$ cat config.mk
export PLATFORM = sky130hd
export DESIGN_NAME = dns_label_list_to_text_unit
export DESIGN_NICKNAME = d
export VERILOG_FILES = /design/src/hdl/dnslbl_pkg.sv /design/src/hdl/dns_label_list_to_text_unit.sv
export VERILOG_INCLUDE_DIRS = /design/src /design/src/hdl
export SDC_FILE = /design/constraint.sdc
export NUM_CORES = 1
export LEC_CHECK = 0
export ABC_AREA = 1
export BUFFER_PORTS_ARGS = -buffer_cell sky130_fd_sc_hd__buf_2
export CAP_MARGIN = 20
export CORE_MARGIN = 5
export CORE_UTILIZATION = 53
export DETAILED_ROUTE_END_ITERATION = 6
export PLACE_DENSITY_LB_ADDON = 0.15
export SLEW_MARGIN = 20
export SYNTH_ARGS = -nofsm -noshare
export SYNTH_HDL_FRONTEND = slang
export SYNTH_SLANG_ARGS = --single-unit
$ cat constraint.sdc
create_clock -name clk -period 7.4 [get_ports clk]
set_input_delay 1.11 -clock clk [delete_from_list [all_inputs] [get_ports clk]]
set_output_delay 1.11 -clock clk [all_outputs]
set_load 0.01 [all_outputs]
$ cat src/hdl/dns_label_list_to_text_unit_defines.svh
// Assertion macros for the DNS label list to text unit.
`ifndef DNS_LABEL_LIST_TO_TEXT_UNIT_DEFINES_SVH
`define DNS_LABEL_LIST_TO_TEXT_UNIT_DEFINES_SVH

// Implication checked at every clock edge outside reset.
`define DLT_ASSERT_IMPL(lbl, clk, rst_n, ante, cons) \
	lbl: assert property (@(posedge clk) disable iff (!(rst_n)) (ante) |-> (cons)) \
		else $error("assertion failed");

// Implication checked in the cycle after the antecedent.
`define DLT_ASSERT_NEXT(lbl, clk, rst_n, ante, cons) \
	lbl: assert property (@(posedge clk) disable iff (!(rst_n)) (ante) |=> (cons)) \
		else $error("assertion failed");

`endif

$ cat src/hdl/dnslbl_pkg.sv
// Package: constants, status codes and helpers of the DNS label list to text unit.
package dnslbl_pkg;

	localparam int NAME_MAX_BYTES = 256;
	localparam int NB_W = $clog2(NAME_MAX_BYTES + 1);
	localparam int LEN_MAX = 63;
	localparam int PTR_MIN = 192;
	localparam int PADDR_W = 3;
	localparam logic [15:0] MAX_OUT_RST = 16'd512;
	localparam logic [7:0] CH_DOT = 8'h2E;
	localparam logic [7:0] CH_COMMA = 8'h2C;

	typedef enum logic [PADDR_W-3:0] {
		REG_MAX_OUT = 1'b0
	} reg_idx_t;

	typedef enum logic [2:0] {
		ST_OK       = 3'd0,
		ST_BAD_LEN  = 3'd1,
		ST_POINTER  = 3'd2,
		ST_TRUNC    = 3'd3,
		ST_BAD_CHAR = 3'd4,
		ST_TOO_LONG = 3'd5,
		ST_EMPTY    = 3'd6,
		ST_NO_SPACE = 3'd7
	} status_t;

	// letters, digits and hyphen
	function automatic logic ldh_char(input logic [7:0] c);
		logic ok;
		ok = ((c >= 8'h61) && (c <= 8'h7A)) || ((c >= 8'h41) && (c <= 8'h5A)) ||
		     ((c >= 8'h30) && (c <= 8'h39)) || (c == 8'h2D);
		return ok;
	endfunction

endpackage

$ cat src/hdl/dns_label_list_to_text_unit.sv
// An input transaction passes the input register, then the result register.
// Throughput: one byte per cycle unless res_ready stalls; decode, counter update and
// compare sit between input and result registers; the result register frees when taken.
// Reset: asynchronous, active low; clears all control state and sets max_out to 512.
// State also returns to reset after every result marked final.
// Top level: DNS label list to text converter with an APB register port.
`include "dns_label_list_to_text_unit_defines.svh"

module dns_label_list_to_text_unit (
	input  logic                            clk,
	input  logic                            arst_n,
	input  logic                            psel,
	input  logic                            penable,
	input  logic                            pwrite,
	input  logic [dnslbl_pkg::PADDR_W-1:0]  paddr,
	input  logic [31:0]                     pwdata,
	output logic [31:0]                     prdata,
	output logic                            pready,
	input  logic                            item_valid,
	output logic                            item_ready,
	input  logic [7:0]                      in_byte,
	input  logic                            last_byte,
	output logic                            res_valid,
	input  logic                            res_ready,
	output logic                            char_valid,
	output logic [7:0]                      out_char,
	output logic                            final_res,
	output logic [2:0]                      status,
	output logic [15:0]                     out_length
);

	localparam int NB_W = dnslbl_pkg::NB_W;

	logic [15:0]      max_out_q;
	logic             valid_s1;
	logic [7:0]       byte_s1;
	logic             last_s1;

	logic             in_label_q;
	logic [5:0]       label_left_q;
	logic [NB_W-1:0]  name_bytes_q;
	logic [15:0]      committed_q;
	logic             have_name_q;
	dnslbl_pkg::status_t err_q;

	logic             in_label_d;
	logic [5:0]       label_left_d;
	logic [NB_W-1:0]  name_bytes_d;
	logic [15:0]      committed_d;
	logic             have_name_d;
	dnslbl_pkg::status_t err_d;
	logic             cv_d;
	logic [7:0]       ch_d;
	dnslbl_pkg::status_t status_d;
	logic [15:0]      len_d;

	logic             out_free;
	logic             move;
	logic             wr_en;
	logic [16:0]      commit_sum;
	logic [NB_W-1:0]  nb_inc;
	logic [5:0]       left_dec;

	assign pready   = 1'b1;
	assign wr_en    = psel && penable && pwrite &&
	                  (paddr[dnslbl_pkg::PADDR_W-1:2] == dnslbl_pkg::REG_MAX_OUT);
	assign prdata   = (paddr[dnslbl_pkg::PADDR_W-1:2] == dnslbl_pkg::REG_MAX_OUT) ?
	                  {16'd0, max_out_q} : 32'd0;

	assign out_free   = !res_valid || res_ready;
	assign move       = valid_s1 && out_free;
	assign item_ready = !valid_s1 || out_free;

	always_ff @(posedge clk or negedge arst_n) begin
		if (!arst_n) begin
			max_out_q <= dnslbl_pkg::MAX_OUT_RST;
		end else if (wr_en) begin
			max_out_q <= pwdata[15:0];
		end
	end

	// input register
	always_ff @(posedge clk or negedge arst_n) begin
		if (!arst_n) begin
			valid_s1 <= 1'b0;
		end else if (item_ready) begin
			valid_s1 <= item_valid;
		end
	end

	always_ff @(posedge clk) begin
		if (item_ready && item_valid) begin
			byte_s1 <= in_byte;
			last_s1 <= last_byte;
		end
	end

	assign commit_sum = {1'b0, committed_q} + 17'(name_bytes_q);
	assign nb_inc     = name_bytes_q + NB_W'(1);
	assign left_dec   = label_left_q - 6'd1;

	always_comb begin
		in_label_d   = in_label_q;
		label_left_d = label_left_q;
		name_bytes_d = name_bytes_q;
		committed_d  = committed_q;
		have_name_d  = have_name_q;
		err_d        = err_q;
		cv_d         = 1'b0;
		ch_d         = 8'd0;
		status_d     = dnslbl_pkg::ST_OK;
		len_d        = 16'd0;

		if (err_q == dnslbl_pkg::ST_OK) begin
			if (!in_label_q) begin
				if (byte_s1 == 8'd0) begin
					if (name_bytes_q == '0) begin
						err_d = dnslbl_pkg::ST_EMPTY;
					end else if (commit_sum >= {1'b0, max_out_q}) begin
						err_d = dnslbl_pkg::ST_NO_SPACE;
					end else begin
						committed_d  = commit_sum[15:0];
						have_name_d  = 1'b1;
						name_bytes_d = '0;
					end
				end else if (byte_s1 <= 8'(dnslbl_pkg::LEN_MAX)) begin
					if (name_bytes_q != '0) begin
						cv_d = 1'b1;
						ch_d = dnslbl_pkg::CH_DOT;
					end else if (have_name_q) begin
						cv_d = 1'b1;
						ch_d = dnslbl_pkg::CH_COMMA;
					end
					in_label_d   = 1'b1;
					label_left_d = byte_s1[5:0];
				end else if (byte_s1 < 8'(dnslbl_pkg::PTR_MIN)) begin
					err_d = dnslbl_pkg::ST_BAD_LEN;
				end else begin
					err_d = dnslbl_pkg::ST_POINTER;
				end
			end else begin
				if (32'(name_bytes_q) >= dnslbl_pkg::NAME_MAX_BYTES) begin
					err_d = dnslbl_pkg::ST_TOO_LONG;
				end else if (!dnslbl_pkg::ldh_char(byte_s1)) begin
					err_d = dnslbl_pkg::ST_BAD_CHAR;
				end else begin
					cv_d         = 1'b1;
					ch_d         = byte_s1;
					name_bytes_d = nb_inc;
					label_left_d = left_dec;
					if (left_dec == 6'd0) begin
						in_label_d = 1'b0;
						if (32'(nb_inc) >= dnslbl_pkg::NAME_MAX_BYTES) begin
							err_d = dnslbl_pkg::ST_TOO_LONG;
						end else begin
							name_bytes_d = nb_inc + NB_W'(1);
						end
					end
				end
			end
		end

		if (last_s1) begin
			if ((err_d == dnslbl_pkg::ST_OK) && in_label_d) begin
				err_d = dnslbl_pkg::ST_TRUNC;
			end
			status_d = err_d;
			if ((err_d == dnslbl_pkg::ST_OK) && have_name_d && (committed_d != 16'd0)) begin
				len_d = committed_d - 16'd1;
			end
			in_label_d   = 1'b0;
			label_left_d = 6'd0;
			name_bytes_d = '0;
			committed_d  = 16'd0;
			have_name_d  = 1'b0;
			err_d        = dnslbl_pkg::ST_OK;
		end
	end

	always_ff @(posedge clk or negedge arst_n) begin
		if (!arst_n) begin
			in_label_q   <= 1'b0;
			label_left_q <= 6'd0;
			name_bytes_q <= '0;
			committed_q  <= 16'd0;
			have_name_q  <= 1'b0;
			err_q        <= dnslbl_pkg::ST_OK;
		end else if (move) begin
			in_label_q   <= in_label_d;
			label_left_q <= label_left_d;
			name_bytes_q <= name_bytes_d;
			committed_q  <= committed_d;
			have_name_q  <= have_name_d;
			err_q        <= err_d;
		end
	end

	// result register
	always_ff @(posedge clk or negedge arst_n) begin
		if (!arst_n) begin
			res_valid <= 1'b0;
		end else if (out_free) begin
			res_valid <= valid_s1;
		end
	end

	always_ff @(posedge clk) begin
		if (move) begin
			char_valid <= cv_d;
			out_char   <= ch_d;
			final_res  <= last_s1;
			status     <= status_d;
			out_length <= len_d;
		end
	end

	`DLT_ASSERT_IMPL(a_len_only_final_ok, clk, arst_n, res_valid && (out_length != 16'd0),
		final_res && (status == dnslbl_pkg::ST_OK))
	`DLT_ASSERT_IMPL(a_status_only_final, clk, arst_n, res_valid && (status != dnslbl_pkg::ST_OK),
		final_res)
	`DLT_ASSERT_NEXT(a_silent_after_error, clk, arst_n, move && (err_q != dnslbl_pkg::ST_OK),
		res_valid && !char_valid)
	`DLT_ASSERT_NEXT(a_clear_after_final, clk, arst_n, move && last_s1,
		(err_q == dnslbl_pkg::ST_OK) && !in_label_q && (name_bytes_q == '0) && !have_name_q)
	`DLT_ASSERT_IMPL(a_ready_when_drained, clk, arst_n, !res_valid, item_ready)

endmodule

==> impl_metrics.tcl, run 1 <==
set metrics [dict create \
    synth_top_cell_by_area "dfrtp_1" \
    crit_buf_inv 3 \
    yosysWarnings 0 \
    critPathMaxStageDelay_ns 0.54 \
    die_area_mm2 0.01406 \
    period_minus_slack_ns 5.105 \
    rsz0062_at_grt "false" \
    drv_cap 0 \
    fin_nets 963 \
    postRouteAntennaNets 0 \
    stdcell_count 1027 \
    syn_inst 802 \
    start_util_pct 54.47 \
    yosys_most_used_dff "dfrtp_1" \
    yosysUniqueCellTypes 50 \
    cp.arrival_ns 5.21 \
    syn2layout_area_growth_pct 11.76 \
    switchingPower_w 0.0005610 \
    tns_ns 0 \
    crit_top_cell "nor2_1" \
    slew_violations 0 \
    slew-limit-headroom_pct 51.78 \
    tritoncts.num_buffers 9 \
    synthTopCellsByArea "dfrtp_1 21%, edfxtp_1 18%, nand2_1 9.7%, inv_1 7.2%, ha_1 6.4%" \
    criticalPathCategory "reg -> reg" \
    pwr-share-comb_pct 28.3 \
    cp_top_family "simple AND/OR/NAND/NOR gates" \
    h-tree-depth 3 \
    required_ns 7.50 \
    vias 5378 \
    skew_ns 0.008835 \
    status "finished clean" \
    clock_latency_ns 0.36 \
    cts-root-buf "clkbuf_16" \
    grt_remaining_overflow 0 \
    n_antenna_cell 0 \
    fillers 1035 \
    endpoint_kind "flop" \
    cts.sinks 92 \
    cell_internal_pwr_w 0.0009887 \
    hpwl_mm 10.99 \
    min_path_type "reg -> reg" \
    rrSetupSlack_ns 2.29 \
    firstDrtPassIters 5 \
    drtIter0Drc 286 \
    cp_slowest_cell "nor2_1" \
    postCtsSetupBuffers 0 \
    grt_antenna_before_repair 0 \
    fp.dieW_um 118.6 \
    num_rows 39 \
    grt_pass1_wl_mm 25.05 \
    syn_area_per_cell_um2 7.788 \
    pwr-share-seq_pct 41.9 \
    drive_above_1_share_pct 17.31 \
    min_period_over_period_pct 68.99 \
    worst-path-max-fanout 15 \
    avgViaCountPerCell 5.237 \
    cellPowerDensity_mw_per_mm2 222.0 \
    ctsHoldBuffers 0 \
    synth_edf_count 38 \
    grt_start_max_net_pins 55 \
    grt_pass1_vias 5314 \
    hold_viol_final 0 \
    synthesis.area_mm2 0.006246 \
    async_reset_ff_share_pct 58.70 \
    synth_seq_area_share_pct 39.92 \
    timing_worst_slew_pin_value_ns 0.7232 \
    start_kind "flop" \
    gp_congestion 0.9079 \
    max_freq_ghz 0.1959 \
    clockPowerShare_pct 29.9 \
    grtUsageTotal_pct 21.46 \
    netlist.area_leader.share_pct 21.23 \
    clock_path_buffers 2 \
    placed_cells 1010 \
    cts_tree "done" \
    port_buffers 79 \
    sw_frac_of_total_pct 36.20 \
    die_h_um 118.6 \
    drt_wl_total_mm 14.54 \
    drc 0 \
    cts_resized 0 \
    core_mm2 0.01147 \
    power_leakage_nw 3.757 \
    peakVddDrop_mv 0.1396 \
    ys_ff_latch 92 \
    setup_viol 0 \
    io_pins 115 \
    cts.clk_slew.worst_paths_ns 0.07 \
    wl_per_cell_um 14.16 \
]
metrics by stage:
step	hold WS [ns]	area [µm²]	setup WS [ns]	util (%)	total power (W)
global route	0.5252	6980	1.742	60.87	0.001648
global placement	0.4901	6675	2.438	58.21	0.001081
CTS	0.5100	6969	2.279	60.77	0.001556
finish	0.5065	6980	2.295	60.87	0.001550
detailed placement	0.4906	6675	2.317	58.21	0.001093
floorplan	0.4696	6306	3.362	-	0.0009705
routing by layer:
metal	wire (µm)	up-vias	global-route usage [%]
li1	-	2743	-
met1	6244	2486	26.59
met2	7369	121	37.34
met3	620	28	3.868
met4	308	0	7.867
met5	0	-	0
logic make-up after synthesis:
logic type	after synthesis	share of synthesized area, %
adders and majority gates	33	6.731
buffers and inverters	157	11.10
other	2	0.1202
DFF	92	39.92
and+or+nand+nor	375	27.54
xor gates and xnor gates	25	3.506
AOI/OAI and AO/OA	118	11.08
sequential cells by signal (all words and copies together) (netlist names):
signal	cells
byte_s1	8
committed_q	16
err_q	3
out_char	8
last_s1	1
out_length	16
name_bytes_q	9
final_res	1
max_out_q	16
label_left_q	6
in_label_q	1
have_name_q	1
valid_s1	1
res_valid	1
char_valid	1
status	3
synth_stat cells (5+ instances only):
master / number
nor3_1: 6
nand2_1: 161
a21oi_2: 8
nor2_1: 98
a21oi_1: 44
o22ai_1: 17
edfxtp_1: 38
buf_4: 18
dfrtp_1: 53
clkbuf_1: 8
nor2_2: 9
ha_1: 32
o21ai_0: 30
inv_1: 119
xor2_1: 23
nand3_2: 5
nand3_1: 40
nand4_1: 25
nand2_2: 13
placed cells by master (no fill, tap or decap), types with 3 or more instances in the layout:
| cell type | instances |
|---|---|
| a21oi_1 | 44 |
| xor2_1 | 23 |
| nand2_1 | 161 |
| nor2_2 | 9 |
| buf_4 | 3 |
| nor3_1 | 6 |
| o21ai_0 | 30 |
| nor2_4 | 4 |
| ha_1 | 32 |
| edfxtp_1 | 38 |
| nand4_1 | 25 |
| nor2_1 | 98 |
| inv_1 | 119 |
| inv_2 | 4 |
| buf_2 | 79 |
| nand3_2 | 5 |
| or2_2 | 4 |
| conb_1 | 18 |
| clkbuf_16 | 9 |
| nand3b_1 | 4 |
| dfrtp_1 | 53 |
| nand2_2 | 13 |
| nand3_1 | 40 |
| a21oi_2 | 8 |
| o22ai_1 | 17 |
power groups by stage:
stage,Sequential (W),Clock (W),Combinational [W]
4_1_cts,0.000649,0.000471,0.000437
2_1_floorplan,0.000663,0,0.000307
3_5_place_dp,0.000659,0,0.000434
3_3_place_gp,0.000656,0,0.000424
6_report,0.000649,0.000463,0.000438
5_1_grt,0.000658,0.000492,0.000499
path summary, 6_finish.rpt:
| check | startpoint | endpoint | cells past startpoint |
|---|---|---|---|
| max | name_bytes_q[4] | out_length[0] | 28 |
| min | label_left_q[5] | label_left_q[5] | 2 |
| max reg2reg | name_bytes_q[4] | out_length[0] | 28 |
| min reg2reg | label_left_q[5] | label_left_q[5] | 2 |
| max in group asynchronous | arst_n | name_bytes_q[1] | 2 |
| min in group asynchronous | arst_n | max_out_q[15] | 2 |
worst register-to-register path: cells and delay by family (launching register included):
kind                     cells  cell delay [ns]
flip-flops                   1             0.48
AND/OR/NAND/NOR             19             2.93
adder cells (fa/ha/maj)      3             0.83
AO/OA/AOI/OAI                2             0.19
buffers and inverters        3             0.21
XOR/XNOR                     1             0.23
layout make-up:
type                       count  area, µm²  area share [%]
clock inverter                 7      68.82          0.9858
timing repair buffer          83      429.2           6.148
inverter                     124      465.4           6.668
tap                          143      178.9           2.563
clock buffer                   9      225.2           3.226
multi-input combinational    569       3119           44.69
sequential                    92       2494           35.72
Power figures use the tool's default switching activity.
==> inputs of run 2 (changes only) <==
- ABC_AREA: 1 -> 0
- CORE_UTILIZATION: 53 -> 51
- clock period: 7.4 -> 4.2 ns (I/O delays scaled with it)
==> run 2 against run 1 <==
Against the previous run: the flow now finishes with violations (setup timing); global-route usage rose by 1.5 points; synthesized cell count fell by 13%; fmax rose by 11%; setup slack got worse by 2.7 ns; register-to-register slack got worse by 2.7 ns; synthesized area rose by 2.1%; first-iteration DRC count rose by 43%; combinational power rose by 100%; final area rose by 20%.
==> impl_metrics.tcl, run 2 <==
set metrics [dict create \
    status "complete, but fails checks" \
    violations "setup timing" \
    yosysWarnings 0 \
    syn2layout_area_growth_pct 31.35 \
    grtUsageTotal_pct 22.97 \
    setup_viol 18 \
    rr_startpoint "committed_q[0]" \
    slew_violations 0 \
    grt_antenna_before_repair 0 \
    max_freq_ghz 0.2177 \
    port_buffers 79 \
    async_reset_ff_share_pct 58.70 \
    cp-startpoint "committed_q[0]" \
    cp.arrival_ns 4.70 \
    synthesis.area_mm2 0.006379 \
    peakVddDrop_mv 0.1774 \
    core_mm2 0.01211 \
    ys_ff_latch 92 \
    required_ns 4.31 \
    worst-path-max-fanout 8 \
    cts_tree "done" \
    drive_above_1_share_pct 35.50 \
    start_util_pct 52.67 \
    crit_top_cell "ha_2" \
    critPathMaxStageDelay_ns 0.48 \
    die_h_um 121.8 \
    power_leakage_nw 3.715 \
    grt_pass1_wl_mm 27.50 \
    final_common_cell "buf_4" \
    die_area_mm2 0.01484 \
    timing_worst_slew_pin_value_ns 0.9006 \
    synth_edf_count 38 \
    slew-limit-headroom_pct 39.70 \
    period_minus_slack_ns 4.595 \
    gp_congestion 0.8879 \
    skew_ns 0.009008 \
    syn_area_per_cell_um2 9.178 \
    drtIter0Drc 408 \
    h-tree-depth 3 \
    grt_remaining_overflow 0 \
    num_rows 40 \
    start_kind "flop" \
    cts.clk_slew.worst_paths_ns 0.06 \
    largest_registers "committed_q (16), max_out_q (16), out_length (16)" \
    criticalPathCategory "reg -> reg" \
    crit_chain "ha_2 -> fa_2 -> a21oi_4 -> o22ai_4 -> or4_1 -> nand4b_1 -> ha_4 -> nand4_1 -> buf_4 -> nor4_2 -> nand2_1 -> and4_4 -> nand2_4 -> mux2i_4 -> ha_2 -> o2111ai_2 -> or4_4 -> nand4_4 -> nor2_2" \
    cellPowerDensity_mw_per_mm2 341.5 \
    grt_start_max_net_pins 55 \
    clock_path_buffers 2 \
    netlist.area_leader.share_pct 20.79 \
    min_path_type "in -> async" \
    drc 0 \
    cts-root-buf "clkbuf_16" \
    clock_latency_ns 0.36 \
    cts.sinks 92 \
    drv_cap 0 \
    rsz0062_at_grt "true" \
    fillers 967 \
    yosysMostFrequentCell "nor2_1" \
    final_cell_mix "110 x buf_4, 79 x buf_2, 60 x nand2_1, 59 x nor2_1, 53 x dfrtp_1" \
    fin_ws_ns -0.3945 \
    dpl_worst_slack_ns -0.5809 \
    grt_pass1_vias 5744 \
    n_antenna_cell 0 \
    postRouteAntennaNets 0 \
    fin_nets 955 \
    ctsHoldBuffers 0 \
    hold_viol_final 0 \
    synth_top_cell_by_area "dfrtp_1" \
    r2r-end "out_length[14]" \
    tritoncts.num_buffers 9 \
    ff2ff_path_depth 19 \
    min_period_over_period_pct 109.4 \
    synth.top_cells.by_count "65 x nor2_1, 61 x nand2_1, 57 x o21ai_0" \
    synthTopCellsByArea "dfrtp_1 21%, edfxtp_1 18%, ha_1 6.3%, o21ai_0 4.5%, nor2_1 3.8%" \
    wl_per_cell_um 16.38 \
    firstDrtPassIters 5 \
    yosysUniqueCellTypes 72 \
    avgViaCountPerCell 5.624 \
    io_pins 115 \
    yosys_most_used_dff "dfrtp_1" \
    cp_slowest_cell "or4_1" \
    hpwl_mm 12.72 \
    syn_inst 695 \
    power_w 0.002861 \
    fp.dieW_um 121.8 \
    rrSetupSlack_ns -0.39 \
    endpoint_kind "flop" \
    vias 5871 \
    synth_seq_area_share_pct 39.09 \
    drt_wl_total_mm 17.10 \
]
## run 2: cell types whose count changed in the layout (fill, tap and decap cells not counted), sizes merged, moves of 22 or more
cell,change
o21ai,+26
buf,+115
inv,-96
xnor2,+22
a21oi,-24
nand2,-114
nand3,-30
nor2,-35
## run 2: report_power, final
group	internal, W	switching, W	leakage (nW)
logic	0.000388	0.000504	2.49
clock network	0.000464	0.000359	0.140
registers	0.00105	0.0000922	1.08
total	0.00190	0.000956	3.72
## run 2: through the flow
step           hold slack, ns  utilization (%)  instances  cell area [µm²]  TNS [ns]
6_report               0.4185            69.17       1044             8378    -6.250
5_1_grt                0.4473            69.17       1044             8378    -11.86
4_1_cts                0.4429            66.92       1041             8105    -6.240
3_5_place_dp           0.4930            63.10       1018             7642    -10.71
3_3_place_gp           0.4750            63.10       1018             7642    -6.556
2_1_floorplan          0.3344                -        711             6519    -7.236
## run 2: area by class of cell
type	count	area, µm²	area share, %
multi-input combinational	541	3950	47.15
sequential	92	2494	29.76
timing repair buffer	198	1323	15.79
clock buffer	11	232.7	2.778
tap	168	210.2	2.509
inverter	29	108.9	1.299
clock inverter	5	60.06	0.7168
## run 2: how the worst max path moves through the flow
stage	depth (start not counted)	end
floorplan	19	out_length[6]
global placement	18	out_length[0]
detailed placement	18	out_length[0]
CTS	18	out_length[0]
global route	19	out_length[3]
finish	19	out_length[14]
## run 2: critical path, delay by kind of cell (launching register included)
kind	cells	cell delay, ns
simple gates	10	2.18
compound gates	3	0.40
buf+inv	1	0.17
fa+ha+maj	4	0.96
flops	1	0.38
mux	1	0.25
## run 2: logic make-up (layout without fill, tap and decap cells)
logic type / Yosys count / count (layout) / synth area share (%)
AOI/OAI and AO/OA: 178 / 178 / 18.44
xor gates and xnor gates: 37 / 37 / 5.080
adders and majority gates: 33 / 33 / 6.591
buffers and inverters: 79 / 243 / 6.355
DFF: 92 / 92 / 39.09
muxes: 22 / 22 / 3.766
other: 2 / 18 / 0.1177
and+or+nand+nor: 252 / 253 / 20.56
## run 2: layer usage
layer / track usage, % / up-vias / routed length, µm
met4: 7.703 / 0 / 297
met2: 37.74 / 183 / 7989
met5: 0 / - / 0
met3: 3.575 / 23 / 1072
met1: 31.08 / 2816 / 7744
li1: - / 2849 / -
## run 2: repair_timing
action,4_1_cts,5_1_grt
setup endpoints to repair,31,43
cloned,1,0
resized for setup,27,53
pin swaps,14,18
setup buffers,6,3
